File: config.mk
export PLATFORM = sky130hd
export DESIGN_NAME = radix_text_to_integer_parser
export DESIGN_NICKNAME = d
export VERILOG_FILES = /design/src/design/rttip_pkg.sv /design/src/design/rttip_classify.sv /design/src/design/rttip_core.sv /design/src/design/radix_text_to_integer_parser.sv
export SDC_FILE = /design/constraint.sdc
export NUM_CORES = 1
export LEC_CHECK = 0
export ABC_AREA = 1
export ABC_CLOCK_PERIOD_IN_PS = 11800
export CAP_MARGIN = 20
export CORE_MARGIN = 1.5
export CORE_UTILIZATION = 45
export CTS_BUF_LIST = sky130_fd_sc_hd__clkbuf_8
export CTS_CLUSTER_SIZE = 10
export DETAILED_ROUTE_END_ITERATION = 7
export DONT_BUFFER_PORTS = 1
export HOLD_SLACK_MARGIN = 0.08
export SETUP_SLACK_MARGIN = 0.3
export SLEW_MARGIN = 10
export SYNTH_ARGS = -nofsm -noshare
export SYNTH_HDL_FRONTEND = slang
export SYNTH_SLANG_ARGS = --single-unit
File: constraint.sdc
create_clock -name clk -period 11.8 [get_ports clk]
set_input_delay 1.18 -clock clk [delete_from_list [all_inputs] [get_ports clk]]
set_output_delay 1.18 -clock clk [all_outputs]
set_load 0.03 [all_outputs]
File: src/design/rttip_pkg.sv
// ----------------------------------------------------------------------------
// rttip_pkg
// Shared types and constants for the radix text-to-integer parser.
// ----------------------------------------------------------------------------
`default_nettype none

package rttip_pkg;

  localparam int CHAR_W          = 8;
  localparam int NUMBER_W        = 32;
  localparam int VALUE_WIDTH_DEF = 32;
  localparam int RADIX_SEL_W     = 2;
  localparam int DIGIT_W         = 4;

  // radix_select codes
  localparam logic [RADIX_SEL_W-1:0] RADIX_BIN = 2'd0;
  localparam logic [RADIX_SEL_W-1:0] RADIX_OCT = 2'd1;
  localparam logic [RADIX_SEL_W-1:0] RADIX_DEC = 2'd2;
  localparam logic [RADIX_SEL_W-1:0] RADIX_HEX = 2'd3;

  localparam logic [CHAR_W-1:0] CH_0     = 8'h30;  // '0'
  localparam logic [CHAR_W-1:0] CH_9     = 8'h39;  // '9'
  localparam logic [CHAR_W-1:0] CH_UA    = 8'h41;  // 'A'
  localparam logic [CHAR_W-1:0] CH_UF    = 8'h46;  // 'F'
  localparam logic [CHAR_W-1:0] CH_LA    = 8'h61;  // 'a'
  localparam logic [CHAR_W-1:0] CH_LF    = 8'h66;  // 'f'
  localparam logic [CHAR_W-1:0] CH_MINUS = 8'h2D;  // '-'
  localparam logic [CHAR_W-1:0] CH_PLUS  = 8'h2B;  // '+'
  localparam logic [CHAR_W-1:0] CH_SPACE = 8'h20;
  localparam logic [CHAR_W-1:0] CH_TAB   = 8'h09;
  localparam logic [CHAR_W-1:0] CH_CR    = 8'h0D;
  localparam logic [DIGIT_W-1:0] HEX_LETTER_BASE = 4'd10;

  typedef struct packed {
    logic               blank;
    logic               minus;
    logic               plus;
    logic               digit_ok;
    logic [DIGIT_W-1:0] digit;
  } char_class_t;

  typedef struct packed {
    logic                parse_ok;
    logic [NUMBER_W-1:0] number;
  } parse_result_t;

endpackage

`default_nettype wire

File: src/design/rttip_classify.sv
// ----------------------------------------------------------------------------
// rttip_classify
// Character decode: whitespace, sign, and digit value checked against radix.
// ----------------------------------------------------------------------------
`default_nettype none

module rttip_classify (
  input  wire logic [rttip_pkg::CHAR_W-1:0]      char_code,
  input  wire logic [rttip_pkg::RADIX_SEL_W-1:0] radix_select,
  output rttip_pkg::char_class_t                 cls
);
  import rttip_pkg::*;

  logic [CHAR_W-1:0]  off_num;
  logic [CHAR_W-1:0]  off_upper;
  logic [CHAR_W-1:0]  off_lower;
  logic               raw_ok;
  logic [DIGIT_W-1:0] raw_digit;
  logic               in_radix;

  assign off_num   = char_code - CH_0;
  assign off_upper = char_code - CH_UA;
  assign off_lower = char_code - CH_LA;

  always_comb begin
    raw_ok    = 1'b1;
    raw_digit = '0;
    if (char_code >= CH_0 && char_code <= CH_9) begin
      raw_digit = off_num[DIGIT_W-1:0];
    end else if (char_code >= CH_UA && char_code <= CH_UF) begin
      raw_digit = off_upper[DIGIT_W-1:0] + HEX_LETTER_BASE;
    end else if (char_code >= CH_LA && char_code <= CH_LF) begin
      raw_digit = off_lower[DIGIT_W-1:0] + HEX_LETTER_BASE;
    end else begin
      raw_ok = 1'b0;
    end
  end

  always_comb begin
    unique case (radix_select)
      RADIX_BIN: in_radix = (raw_digit < 4'd2);
      RADIX_OCT: in_radix = (raw_digit < 4'd8);
      RADIX_DEC: in_radix = (raw_digit < 4'd10);
      RADIX_HEX: in_radix = 1'b1;
      default:   in_radix = 1'b0;
    endcase
  end

  assign cls.blank    = (char_code == CH_SPACE) ||
                        (char_code >= CH_TAB && char_code <= CH_CR);
  assign cls.minus    = (char_code == CH_MINUS);
  assign cls.plus     = (char_code == CH_PLUS);
  assign cls.digit_ok = raw_ok && in_radix;
  assign cls.digit    = raw_digit;

endmodule

`default_nettype wire

File: src/design/rttip_core.sv
// ----------------------------------------------------------------------------
// rttip_core
// Parse state (phase, sign, accumulator) and per-character update.
// ----------------------------------------------------------------------------
`default_nettype none

module rttip_core #(
  parameter int VALUE_WIDTH = rttip_pkg::VALUE_WIDTH_DEF
) (
  input  wire logic                              clk,
  input  wire logic                              rst,
  input  wire logic                              step_en,
  input  wire logic                              is_last,
  input  wire logic [rttip_pkg::RADIX_SEL_W-1:0] radix_select,
  input  wire rttip_pkg::char_class_t            cls,
  output rttip_pkg::parse_result_t               result
);
  import rttip_pkg::*;

  typedef enum logic [1:0] {
    PH_LEAD,
    PH_DIGITS,
    PH_TRAIL,
    PH_ERROR
  } phase_t;

  phase_t                 phase, phase_next;
  logic                   negative, negative_next;
  logic [VALUE_WIDTH-1:0] accumulator, accumulator_next;
  logic [VALUE_WIDTH-1:0] acc_scaled;
  logic [VALUE_WIDTH-1:0] digit_ext;
  logic [VALUE_WIDTH-1:0] signed_val;
  logic [NUMBER_W-1:0]    num_ext;

  assign digit_ext = VALUE_WIDTH'(cls.digit);

  // radix multiply as shifts; decimal is x8 + x2
  always_comb begin
    unique case (radix_select)
      RADIX_BIN: acc_scaled = accumulator << 1;
      RADIX_OCT: acc_scaled = accumulator << 3;
      RADIX_DEC: acc_scaled = (accumulator << 3) + (accumulator << 1);
      RADIX_HEX: acc_scaled = accumulator << 4;
      default:   acc_scaled = '0;
    endcase
  end

  always_comb begin
    phase_next       = phase;
    negative_next    = negative;
    accumulator_next = accumulator;
    unique case (phase)
      PH_LEAD: begin
        priority if (cls.blank) begin
          phase_next = PH_LEAD;
        end else if (cls.minus) begin
          negative_next = 1'b1;
          phase_next    = PH_DIGITS;
        end else if (cls.plus) begin
          phase_next = PH_DIGITS;
        end else if (cls.digit_ok) begin
          accumulator_next = digit_ext;
          phase_next       = PH_DIGITS;
        end else begin
          phase_next = PH_ERROR;
        end
      end
      PH_DIGITS: begin
        priority if (cls.digit_ok) begin
          accumulator_next = acc_scaled + digit_ext;
        end else if (cls.blank) begin
          phase_next = PH_TRAIL;
        end else begin
          phase_next = PH_ERROR;
        end
      end
      PH_TRAIL: begin
        if (!cls.blank) begin
          phase_next = PH_ERROR;
        end
      end
      PH_ERROR: phase_next = PH_ERROR;
      default:  phase_next = PH_ERROR;
    endcase
  end

  assign signed_val = negative_next ? (VALUE_WIDTH'(0) - accumulator_next)
                                    : accumulator_next;

  generate
    if (VALUE_WIDTH >= NUMBER_W) begin : g_trunc
      assign num_ext = signed_val[NUMBER_W-1:0];
    end else begin : g_sext
      assign num_ext = {{(NUMBER_W-VALUE_WIDTH){signed_val[VALUE_WIDTH-1]}}, signed_val};
    end
  endgenerate

  assign result.parse_ok = (phase_next != PH_ERROR);
  assign result.number   = (phase_next != PH_ERROR) ? num_ext : '0;

  always_ff @(posedge clk) begin
    if (rst) begin
      phase       <= PH_LEAD;
      negative    <= 1'b0;
      accumulator <= '0;
    end else if (step_en) begin
      if (is_last) begin
        // field done: back to the start for the next one
        phase       <= PH_LEAD;
        negative    <= 1'b0;
        accumulator <= '0;
      end else begin
        phase       <= phase_next;
        negative    <= negative_next;
        accumulator <= accumulator_next;
      end
    end
  end

endmodule

`default_nettype wire

File: src/design/radix_text_to_integer_parser.sv
// ----------------------------------------------------------------------------
// radix_text_to_integer_parser
// Streaming strtol-style parser: characters in, one signed integer per field.
// ----------------------------------------------------------------------------
// Usage:
//   s_* carries one character per item; s_tlast marks the final character of
//   a field. For each field one item leaves on m_*: m_tuser is the ok flag,
//   m_tdata the 32-bit signed value (zero when not ok). Other characters
//   produce no output item.
//   cfg_we/cfg_wdata set the radix (0 bin, 1 oct, 2 dec, 3 hex); change it
//   only while the block is idle.
// Timing:
//   Input register -> decode and state update -> result register. The result
//   register (m_tvalid) is set as the last character leaves the input
//   register; one character is taken every cycle unless a stall holds it. The
//   accumulator update (shift-add by radix plus digit) is combinational.
// Reset:
//   rst (synchronous) empties both registers, clears the parse state and sets
//   the radix to decimal.
// Stall:
//   While m_tready is low a held result blocks only the next last character;
//   other characters keep flowing until that one reaches the core.
// ----------------------------------------------------------------------------
`default_nettype none

module radix_text_to_integer_parser #(
  parameter int VALUE_WIDTH = rttip_pkg::VALUE_WIDTH_DEF
) (
  input  wire logic                              clk,
  input  wire logic                              rst,
  input  wire logic                              cfg_we,
  input  wire logic [rttip_pkg::RADIX_SEL_W-1:0] cfg_wdata,     // radix_select
  input  wire logic                              s_tvalid,
  output      logic                              s_tready,
  input  wire logic [rttip_pkg::CHAR_W-1:0]      s_tdata,       // [7:0] char_code
  input  wire logic                              s_tlast,       // is_last
  output      logic                              m_tvalid,
  input  wire logic                              m_tready,
  output      logic [rttip_pkg::NUMBER_W-1:0]    m_tdata,       // [31:0] number
  output      logic                              m_tuser        // [0] parse_ok
);
  import rttip_pkg::*;

  logic [RADIX_SEL_W-1:0] radix_select;
  logic                   in_valid;
  logic [CHAR_W-1:0]      in_char;
  logic                   in_last;
  logic                   step_en;
  char_class_t            cls;
  parse_result_t          result;

  // a last char needs a free result slot; others always advance
  assign step_en  = in_valid && (!in_last || !m_tvalid || m_tready);
  assign s_tready = !in_valid || step_en;

  always_ff @(posedge clk) begin
    if (rst) begin
      radix_select <= RADIX_DEC;
    end else if (cfg_we) begin
      radix_select <= cfg_wdata;
    end
  end

  always_ff @(posedge clk) begin
    if (rst) begin
      in_valid <= 1'b0;
    end else if (s_tready) begin
      in_valid <= s_tvalid;
    end
  end

  always_ff @(posedge clk) begin
    if (s_tvalid && s_tready) begin
      in_char <= s_tdata;
      in_last <= s_tlast;
    end
  end

  rttip_classify u_classify (
    .char_code    (in_char),
    .radix_select (radix_select),
    .cls          (cls)
  );

  rttip_core #(
    .VALUE_WIDTH (VALUE_WIDTH)
  ) u_core (
    .clk          (clk),
    .rst          (rst),
    .step_en      (step_en),
    .is_last      (in_last),
    .radix_select (radix_select),
    .cls          (cls),
    .result       (result)
  );

  always_ff @(posedge clk) begin
    if (rst) begin
      m_tvalid <= 1'b0;
    end else if (step_en && in_last) begin
      m_tvalid <= 1'b1;
    end else if (m_tready) begin
      m_tvalid <= 1'b0;
    end
  end

  always_ff @(posedge clk) begin
    if (step_en && in_last) begin
      m_tuser <= result.parse_ok;
      m_tdata <= result.number;
    end
  end

endmodule

`default_nettype wire
Word-level counts from Yosys, hierarchy flattened:

Index checks and enable logic that the tools add are counted.

* add/sub/neg operators: 8
* $lt $le $gt $ge: 11
* eq/ne operators: 10
* mux-type cells: 31
* reduce and logical (&&, ||, !) cells: 18

Operators by type and width (number)
* two-way mux 32 bit: 7
* case mux 32 bit (4 select lines): 1
* case mux 32 bit (2 select lines): 1
* adder 32 bit: 1
* adder 32 x 4 -> 32 bit: 1
* subtractor 1 x 32 -> 32 bit, first input constant: 1
* equality test 8 x 6 -> 1 bit, second input constant: 3
* greater-or-equal comparator 8 x 7 -> 1 bit, second input constant: 2
* less-or-equal comparator 8 x 7 -> 1 bit, second input constant: 2
* two-way mux 2 bit: 7
* two-way mux 4 bit: 3
* subtractor 4 x 1 -> 4 bit, second input constant: 3
* two-way mux 1 bit: 10
* adder 4 bit, second input constant: 2
* equality test 2 bit, second input constant: 4
* greater-or-equal comparator 8 x 4 -> 1 bit, second input constant: 1
* greater-or-equal comparator 8 x 6 -> 1 bit, second input constant: 1
* less-or-equal comparator 8 x 4 -> 1 bit, second input constant: 1
* less-or-equal comparator 8 x 6 -> 1 bit, second input constant: 1
* logical AND 1 bit: 8
* less-than comparator 4 bit, second input constant: 2
* case mux 2 bit (4 select lines): 1
* equality test 2 x 1 -> 1 bit, second input constant: 2
* zero test 2 bit: 2
* 6 further kinds: 11

* bits in registers: 81
* bits of input ports: 16
* output and inout bits: 35
* word-level logic and storage cells: 88

Longest topological paths before layout:

Gate-level depths: netlist of run 1.

* depth after elaboration: 15
* gate-level depth with buffers: 36
* depth with buffers taken out: 36

By module:

A second synthesis of run 1 with hierarchy kept.

* cell total of the unflattened synthesis: 1536
* area total of the unflattened synthesis: 8841.0 µm²

By module, submodules not included
* rttip_core: times used 1, cells each 1408, area an instance 7070.5 µm², sequential area each 700.7 µm²
* radix_text_to_integer_parser: times used 1, cells each 69, area an instance 1448.9 µm², sequential area each 1341.3 µm²
* rttip_classify: times used 1, cells each 59, area an instance 321.6 µm², sequential area each 0.0 µm²

Least setup slack after synthesis of run 1:

OpenSTA, ideal clock, no wires.

* path kind: reg2reg
* start: register in_char[0]
* end: register m_tdata[30] (netlist name) (data pin)
* library setup time: 0.255 ns
* arrival time: 3.856 ns
* data required time: 11.545 ns
* setup slack: 7.689 ns
* stages on the path, launching flop included: 32
* path buffers: 0
* period minus slack after synthesis: 4.111 ns
* path through: edfxtp_1 -> inv_1 -> ha_1 -> inv_1 -> nand3_1 -> nand3_2 -> o21ai_0 -> nand2_1 -> inv_1 -> ha_1 -> inv_1 -> fa_1 -> o21ai_0 -> inv_1 -> nor2_2 -> nand2_1 -> nor2_2 -> nand3_2 -> nor2_2 -> nand3_2 -> nor2_2 -> nand2_1 -> nand2_1 -> nand3_1 -> nand3_1 -> nand2_1 -> nor2_1 -> nand2_1 -> nor2_1 -> nand3_1 -> a21oi_1 -> nor2_1

* word-level cells in the longest chain between the ends: 15
* elaborated cells on any way between the ends: 53
* those cells by class: 7 x add/sub; 11 x order compare; 4 x eq/ne; 25 x mux; 6 x reduce/logical

Ends and longest elaborated chain
* from (decl): RTL line radix_text_to_integer_parser.sv:46 `logic [CHAR_W-1:0] in_char;`
* from (signal assigned): RTL line radix_text_to_integer_parser.sv:74 `in_char <= s_tdata;`
* subtractor 4 x 1 -> 4 bit (tied with other cells): RTL line rttip_classify.sv:22, rttip_classify.sv:23
* adder 4 bit / logical AND 1 bit (equally long branches): RTL line rttip_classify.sv:31, rttip_classify.sv:33, rttip_classify.sv:32
* two-way mux 4 bit: RTL line rttip_classify.sv:32 `end else if (char_code >= CH_LA && char_code <= CH_LF) begin`
* two-way mux 4 bit: RTL line rttip_classify.sv:30 `end else if (char_code >= CH_UA && char_code <= CH_UF) begin`
* two-way mux 4 bit: RTL line rttip_classify.sv:28 `if (char_code >= CH_0 && char_code <= CH_9) begin`
* less-than comparator 4 bit (tied with other cells): RTL line rttip_classify.sv:43 `RADIX_DEC: in_radix = (raw_digit < 4'd10);`
* case mux 1 bit (4 select lines): RTL line rttip_classify.sv:40 `unique case (radix_select)`
* logical AND 1 bit: RTL line rttip_classify.sv:53 `assign cls.digit_ok = raw_ok && in_radix;`
* two-way mux 32 bit: RTL line rttip_core.sv:61 `end else if (cls.digit_ok) begin`
* two-way mux 32 bit: RTL line rttip_core.sv:59 `end else if (cls.plus) begin`
* two-way mux 32 bit: RTL line rttip_core.sv:56 `end else if (cls.minus) begin`
* two-way mux 32 bit: RTL line rttip_core.sv:54 `priority if (cls.blank) begin`
* case mux 32 bit (2 select lines): RTL line rttip_core.sv:52 `unique case (phase)`
* subtractor 1 x 32 -> 32 bit: RTL line rttip_core.sv:87 `assign signed_val = negative_next ? (VALUE_WIDTH'(0) - accumulator_next)`
* two-way mux 32 bit: RTL line rttip_core.sv:87
* to (signal assigned): RTL line radix_text_to_integer_parser.sv:110 `m_tdata <= result.number;`
* to (decl): RTL line radix_text_to_integer_parser.sv:39 `output logic [rttip_pkg::NUMBER_W-1:0] m_tdata,`

Parallel ways exist; a longest one is shown, timed or not.
A chain may end at the register's enable or synchronous reset.

Worst setup path after layout of run 1:

* start: register in_char[0]
* end: register m_tdata[26] (netlist name) (data pin)

Same word-level chain as after synthesis.

==> metrics.csv, run 1 <==
stage;metric;value;unit
clocking;path_clk_slew;0.09;ns
worst_setup_path;cp-startpoint;in_char[0]$_DFFE_PP_;
place;detailed_place.area;0.00913;mm²
clocking;post_cts_buffers;0;
synth;ys.flop_type;edfxtp_1;
grt;grt.busiest_layer;met2;
clocking;cts_tree;done;
synth;yosys_warnings;0;
layout;finalNonFillerCells;1809;
layout;stdcell_area;0.00932;mm²
routing;num_vias;9465;
die;num_io_pins;51;
place;detailed_place_hpwl;21300;µm
grt;met2_usage;46.2;%
worst_setup_path;worstReg2RegEnd;m_tdata[26]$_SDFFCE_PN0P_;
synth;async_flop_share;0;%
die;core-area;0.0195;mm²
synth;synth_nets;1614;
grt;grt_max_degree;38;
routing;drtPass1Iterations;5;
die;die_area;0.0207;mm²
synth;synth_cell_types;50;
routing;routed_wirelength;27300;µm
grt;met3_usage;3.10;%
worst_setup_path;cp.arrival;4.91;ns
synth;synthTopCellsByArea;nand2_1, edfxtp_1, inv_1;
worst_setup_path;r2r-start;in_char[0]$_DFFE_PP_;
worst_setup_path;cp_common_cell;nand2_1;
sta;slew_headroom;39.4;%
sta;fin_crit_sh;40.5;%
clocking;cts_root_buf;clkbuf_8;
sta;period_needed;4.78;ns
layout;num-fill-cells;2118;
layout;final_nets;1593;
worst_setup_path;critPathSlowestCell;edfxtp_1;
routing;drt_iter0_drc;646;
run_status;status;finished, final reports clean;
grt;grtUsageMet1;35.6;%
synth;synth-edff-count;42;
die;fp.dieH;144;µm
worst_setup_path;max_stage_delay;0.49;ns
synth;synth_top_area_cell;nand2_1;
power_and_ir_drop;p_leak;4.59;nW
sta;hold_ws;0.490;ns
clocking;clk_path_buf_depth;2;
synth;synth.avg_cell_area;5.71;µm²
clocking;htree_levels;3;
grt;overflow;0;
clocking;clock_sinks;81;
job;drv_cap;0;
grt;grt_first_pass_wirelength;44300;µm
place;dp_cells;1793;
synth;synth_top_area_share;21.9;%
synth;ys_seq_area_share;22.9;%
power_and_ir_drop;p_total;0.641;mW
clocking;cts_resized;0;
worst_setup_path;worstSetupPathType;reg2reg;
worst_setup_path;worst_setup_path_end_kind;flop;
clocking;clock_latency;0.37;ns
sta;tns;0;ns
layout;layout_commonest_cell;nand2_1;
worst_setup_path;cp.required;11.94;ns
layout;diodes;0;
die;die_x;144;µm
sta;rsz0062_at_grt;false;
synth;synth-seq-cells;81;
worst_setup_path;start_kind;flop;
sta;fmax;0.209;GHz
worst_setup_path;crit_end;m_tdata[26]$_SDFFCE_PN0P_;
sta;finalHoldViolations;0;
sta;worst_clock_skew;0.0141;ns
layout;final_layout_size_suffix_gt1_share;6.15;%
power_and_ir_drop;ir_drop;58.0;µV
routing;route.detailed.drc;0;
sta;finalSetupViolCount;0;
grt;grt_usage;27.1;%
worst_hold_path;hold_class;reg2reg;
routing;vias_per_cell;5.23;
worst_setup_path;rrSetupSlack;7.02;ns
layout;syn_to_final_growth;4.59;%
worst_setup_path;crit_fanout;8;
sta;tightest_slew;0.900;ns
place;io_buffers;0;
place;gp_congestion;0.925;
synth;synth_cells;1560;
die;start_util;45.8;%
power_and_ir_drop;powerDensity;68.8;mW/mm²
routing;wire_per_inst;15.1;µm
clocking;cts_buffers;9;
grt;grt_antenna_before_repair;0;
grt;grt_pass1_vias;8707;
die;num_rows;51;
routing;ant_nets;0;
clocking;cts_hold_buf;0;
sta;slew_violations;0;
layout;layout_common_cells;nand2_1, inv_1, nor2_1, nand3_1, a21oi_1;
worst_setup_path;worst_r2r_path_depth;33;
synth;netlist_area;0.00891;mm²
-- report_power, final --
part           switching, mW  internal (mW)
Clock                  0.113         0.0978
Sequential            0.0134          0.302
Combinational         0.0846         0.0297
Total                  0.211          0.430
-- cell type report --
cell class	count	area, µm²	area share, %
inverter	260	976	10.5
multi-input combinational	1180	5730	61.4
clock inverter	7	71.3	0.765
timing repair buffer	7	52.6	0.564
clock buffer	9	124	1.33
tap	265	332	3.56
sequential	81	2040	21.9
-- worst min path at each step --
stage	from	cells after the start	slack (ns)	endpoint
after floorplan	u_core.accumulator[31]$_SDFFE_PP0P_	2	0.46	u_core.accumulator[31]$_SDFFE_PP0P_
after global placement	u_core.accumulator[31]$_SDFFE_PP0P_	2	0.47	u_core.accumulator[31]$_SDFFE_PP0P_
after detailed placement	u_core.accumulator[31]$_SDFFE_PP0P_	2	0.47	u_core.accumulator[31]$_SDFFE_PP0P_
after CTS	u_core.accumulator[31]$_SDFFE_PP0P_	2	0.49	u_core.accumulator[31]$_SDFFE_PP0P_
after global routing	u_core.accumulator[31]$_SDFFE_PP0P_	2	0.51	u_core.accumulator[31]$_SDFFE_PP0P_
final	u_core.accumulator[31]$_SDFFE_PP0P_	2	0.49	u_core.accumulator[31]$_SDFFE_PP0P_
-- metal layers --
layer / vias up / wire length (µm)
li1: 4929 / -
met1: 4265 / 12600
met2: 225 / 12800
met3: 46 / 1150
met4: 0 / 707
met5: - / 0
-- stage by stage --
step | util, % | worst slack, ns
final | 47.9 | 7.02
after global routing | 47.9 | 6.33
after CTS | 47.9 | 7.08
after detailed placement | 46.9 | 7.09
after global placement | 46.9 | 7.20
after floorplan | - | 7.69
-- cell families after synthesis --
family | share of synthesized area, %
DFF | 22.9
and+or+nand+nor | 43.7
adders and majority gates | 5.50
xor gates and xnor gates | 0.786
buffers and inverters | 13.0
AOI/OAI and AO/OA | 14.1
-- cells in the mapped netlist (all sizes together) (3+ instances only) --
master    n
nand2   528
inv     258
edfxtp   42
and3      4
nand4    24
xnor2     4
a21oi   116
o21ai    94
dfxtp    39
o21bai    3
nor2    179
nand3   148
clkbuf   22
buf      17
xor2      4
ha       36
nor3     16
o211ai    4
nand3b    3
-- state kept, by name, indices dropped and copies added, names as in the netlist, 2 cells and up --
signal,cells
m_tdata,32
u_core.accumulator,32
in_char,8
radix_select,2
u_core.phase,2
-- critical path, delay by kind of cell (launching register included) --
family          cells  cell delay [ns]
simple gates       19             2.08
fa+ha+maj           3             0.74
compound gates      3             0.62
buf+inv             8             0.58
flops               1             0.49
Power figures use the tool's default switching activity.
==> inputs of run 2 (changes only) <==
- ABC_AREA: 1 -> 0
- ABC_CLOCK_PERIOD_IN_PS: 11800 -> 4400
- clock period: 11.8 -> 4.4 ns (I/O delays scaled with it)
==> run 2 against run 1 <==
  * The flow now finishes with violations (design-rule violations, negative setup slack)
  * Flip-flop and latch count is the same
  * Worst setup slack got worse by 7.7 ns
  * Non-clock buffer count grew 301
  * Core utilization is 16 points higher
  * Total power grew to 2.7 times the previous value
  * Synthesized cell count down 33%
  * Clock skew increased by 0.0021 ns
  * Sequential power grew to 2.6 times the previous value
  * Clock power grew to 2.7 times the previous value
  * Final cell count fell by 15%
  * Sequential share of layout area shrank 4.2 points
  * Via count shrank 2.0%
  * Critical path type unchanged
  * Largest power group unchanged
  * Highest routed layer unchanged
==> metrics.csv, run 2 <==
stage;metric;value;unit;change
routing;drtPass1Iterations;7;;was 5
sta;finalSetupViolCount;25;;was 0
die;num_io_pins;51;;unchanged
grt;grt_max_degree;39;;was 38
power_and_ir_drop;powerDensity;148;mW/mm²;was 68.8 mW/mm²
sta;setup_ws;-0.695;ns;was 7.02 ns
worst_hold_path;hold_class;in2reg;;was reg2reg
clocking;cts_root_buf;clkbuf_8;;unchanged
synth;yosys_warnings;0;;unchanged
die;core-area;0.0180;mm²;was 0.0195 mm²
layout;final_util;64.3;%;was 47.9%
layout;layout_common_cells;buf_4, nor2_1, nand2_1, a21oi_1, edfxtp_1;;was nand2_1, inv_1, nor2_1, nand3_1, a21oi_1
run_status;status;finished with violations;;was finished, final reports clean
worst_setup_path;worst_setup_path_end_kind;flop;;unchanged
sta;finalHoldViolations;0;;unchanged
layout;final_nets;1351;;was 1593
layout;reg.largest.list;m_tdata: 32 flops, u_core.accumulator: 32 flops, in_char: 8 flops;;unchanged
die;die_area;0.0192;mm²;was 0.0207 mm²
worst_setup_path;r2r-start;in_char[3]$_DFFE_PP_;;was in_char[0]$_DFFE_PP_
sta;slew_violations;0;;unchanged
layout;syn_to_final_growth;39.7;%;was 4.59%
synth;synth_top_area_share;15.3;%;was 21.9%
place;dp_cells;1459;;was 1793
synth;synth_commonest_cells;nor2_1, a21oi_1, nand2_1;;was nand2_1, inv_1, nor2_1
layout;final_layout_size_suffix_gt1_share;37.6;%;was 6.15%
place;detailed_place_hpwl;21200;µm;was 21300 µm
worst_setup_path;start_kind;flop;;unchanged
power_and_ir_drop;p_total;1.71;mW;was 0.641 mW
routing;ant_nets;0;;unchanged
power_and_ir_drop;ir_drop;172;µV;was 58.0 µV
synth;synthTopCellsByArea;edfxtp_1, dfxtp_1, nor2_1;;was nand2_1, edfxtp_1, inv_1
synth;synth-seq-cells;81;;unchanged
sta;fin_crit_sh;116;%;was 40.5%
routing;route.detailed.drc;2;;was 0
synth;ys.flop_type;edfxtp_1;;unchanged
worst_setup_path;max_stage_delay;0.58;ns;was 0.49 ns
sta;rsz0062_at_grt;true;;was false
synth;synth.most_common_cell;nor2_1;;was nand2_1
clocking;clock_sinks;81;;unchanged
worst_setup_path;cp.required;4.51;ns;was 11.94 ns
clocking;clk_path_buf_depth;2;;unchanged
worst_setup_path;cp.arrival;5.21;ns;was 4.91 ns
worst_setup_path;rrSetupSlack;-0.70;ns;was 7.02 ns
clocking;path_clk_slew;0.09;ns;about the same
clocking;cts_tree;done;;unchanged
job;drv_cap;0;;unchanged
synth;synth-edff-count;42;;unchanged
worst_setup_path;critical_path.top_delay_family;simple AND/OR/NAND/NOR gates;;unchanged
clocking;cts_hold_buf;0;;unchanged
die;die_x;139;µm;was 144 µm
sta;tightest_slew;1.05;ns;was 0.900 ns
die;start_util;46.0;%;was 45.8%
worst_setup_path;crit_fanout;4;;was 8
layout;finalNonFillerCells;1531;;was 1809
worst_setup_path;worst_r2r_path_depth;22;;was 33
grt;overflow;0;;unchanged
synth;synth_top_area_cell;edfxtp_1;;was nand2_1
synth;synth.avg_cell_area;7.93;µm²;was 5.71 µm²
layout;layout_commonest_cell;buf_4;;was nand2_1
power_and_ir_drop;p_leak;4.89;nW;was 4.59 nW
worst_hold_path;holdPathStages;1;;was 2
clocking;clock_latency;0.38;ns;was 0.37 ns
run_status;violations;design-rule violations, negative setup slack;;
sta;worst_clock_skew;0.0162;ns;was 0.0141 ns
worst_hold_path;hold_start;rst;;was u_core.accumulator[31]$_SDFFE_PP0P_
grt;grt_usage;29.1;%;was 27.1%
worst_setup_path;crit_buf_inv;3;;was 8
worst_hold_path;hold_end;u_core.accumulator[2]$_SDFFE_PP0P_;;was u_core.accumulator[31]$_SDFFE_PP0P_
clocking;htree_levels;3;;unchanged
sta;fmax;0.196;GHz;was 0.209 GHz
die;fp.dieH;139;µm;was 144 µm
synth;netlist_area;0.00826;mm²;was 0.00891 mm²
place;io_buffers;0;;unchanged
routing;drt_iter0_drc;713;;was 646
worst_setup_path;critPathSlowestCell;or4b_4;;was edfxtp_1
sta;slew_headroom;30.0;%;was 39.4%
grt;grt_antenna_before_repair;0;;unchanged
worst_setup_path;cp_cell_sequence;or4b_4 > a21oi_4 > and2_4 > nand2_2 > o21a_1 > inv_2 > ha_4 > a21o_1 > a21o_1 > nand3_2 > nor3b_4 > buf_4 > buf_6 > a21o_1 > a32o_2 > nor3_4 > nand4_1 > or2_1 > or4_4 > o31a_1 > xnor2_1 > nor2_1;;
synth;async_flop_share;0;%;unchanged
worst_setup_path;worstReg2RegEnd;m_tdata[25]$_SDFFCE_PN0P_;;was m_tdata[26]$_SDFFCE_PN0P_
synth;synth_nets;1096;;was 1614
routing;wire_per_inst;19.3;µm;was 15.1 µm
place;gp_congestion;0.903;;was 0.925
clocking;cts_buffers;9;;unchanged
routing;vias_per_cell;6.06;;was 5.23
routing;routed_wirelength;29600;µm;was 27300 µm
sta;tns;-10.19;ns;was 0 ns
grt;grt_pass1_vias;8545;;was 8707
sta;period_needed;5.10;ns;was 4.78 ns
routing;num_vias;9279;;was 9465
grt;grt_first_pass_wirelength;45400;µm;was 44300 µm
layout;diodes;0;;unchanged
layout;num-fill-cells;1474;;was 2118
synth;ys_seq_area_share;24.7;%;was 22.9%
die;num_rows;49;;was 51
worst_setup_path;cp_common_cell;a21o_1;;was nand2_1
synth;synth_cell_types;102;;was 50
synth;synth_cells;1042;;was 1560
worst_setup_path;worstSetupPathType;reg2reg;;unchanged
run 2: changes by cell type after synthesis, moves of 17 or more:
cell     previous run  this run
nand2_1           520        91
inv_1             246        24
nand3_1           137        22
a22oi_1             2        32
o21ai_0            80        52
nor2_1            156       129
xor2_1              4        25
nor2_2             19         0
mux2i_1             0        17
nor2b_1             0        17
xnor2_1             4        21
run 2: layout make-up:
type / count / area [µm²] / area share, %
Clock inverter: 7 / 71.3 / 0.618
Timing Repair Buffer: 308 / 2430 / 21.1
Clock buffer: 9 / 124 / 1.07
Sequential cell: 81 / 2040 / 17.7
Tap cell: 229 / 287 / 2.48
Multi-Input combinational cell: 871 / 6490 / 56.2
Inverter: 26 / 97.6 / 0.845
run 2: where the power goes:
group / switching (mW) / internal (mW)
Combinational: 0.183 / 0.130
Sequential: 0.0218 / 0.804
Clock: 0.311 / 0.263
run 2: kinds of logic after synthesis:
| family | share of synthesized area, % |
|---|---|
| fa+ha+maj | 5.94 |
| xor+xnor | 4.88 |
| flops | 24.7 |
| buf+inv | 4.80 |
| compound gates | 28.6 |
| simple gates | 27.1 |
| mux | 3.97 |
run 2: what timing repair did:
action	CTS	global route
buffers inserted	35	21
resized for setup	61	94
gates cloned	0	0
pin swaps	23	60
setup endpoints to repair	35	44
run 2: how the worst max path moves through the flow:
stage                     cells past startpoint                   endpoint  slack, ns            startpoint
after floorplan                              22  m_tdata[29]$_SDFFCE_PN0P_      -0.50  in_char[3]$_DFFE_PP_
after global placement                       21  m_tdata[25]$_SDFFCE_PN0P_      -0.69  in_char[7]$_DFFE_PP_
after detailed placement                     21  m_tdata[25]$_SDFFCE_PN0P_      -0.80  in_char[7]$_DFFE_PP_
after CTS                                    21  m_tdata[29]$_SDFFCE_PN0P_      -0.71  in_char[3]$_DFFE_PP_
after global routing                         22  m_tdata[31]$_SDFFCE_PN0P_      -0.89  in_char[3]$_DFFE_PP_
final                                        22  m_tdata[25]$_SDFFCE_PN0P_      -0.70  in_char[3]$_DFFE_PP_
run 2: through the flow:
step	setup WS, ns	instance area [µm²]	hold slack [ns]
6_report	-0.695	11500	0.137
5_1_grt	-0.890	11500	0.111
4_1_cts	-0.715	11000	0.125
3_5_place_dp	-0.803	10200	0.489
3_3_place_gp	-0.690	10200	0.481
2_1_floorplan	-0.497	8320	0.466
run 2: metal layers:
layer  vias up  track usage [%]  share of wire, %
met1      4392             42.8                46
met2       414             44.8                44
met3        40             4.64               8.3
met5         -                0                 0
met4         0             5.98               1.9
li1       4433                -                 -
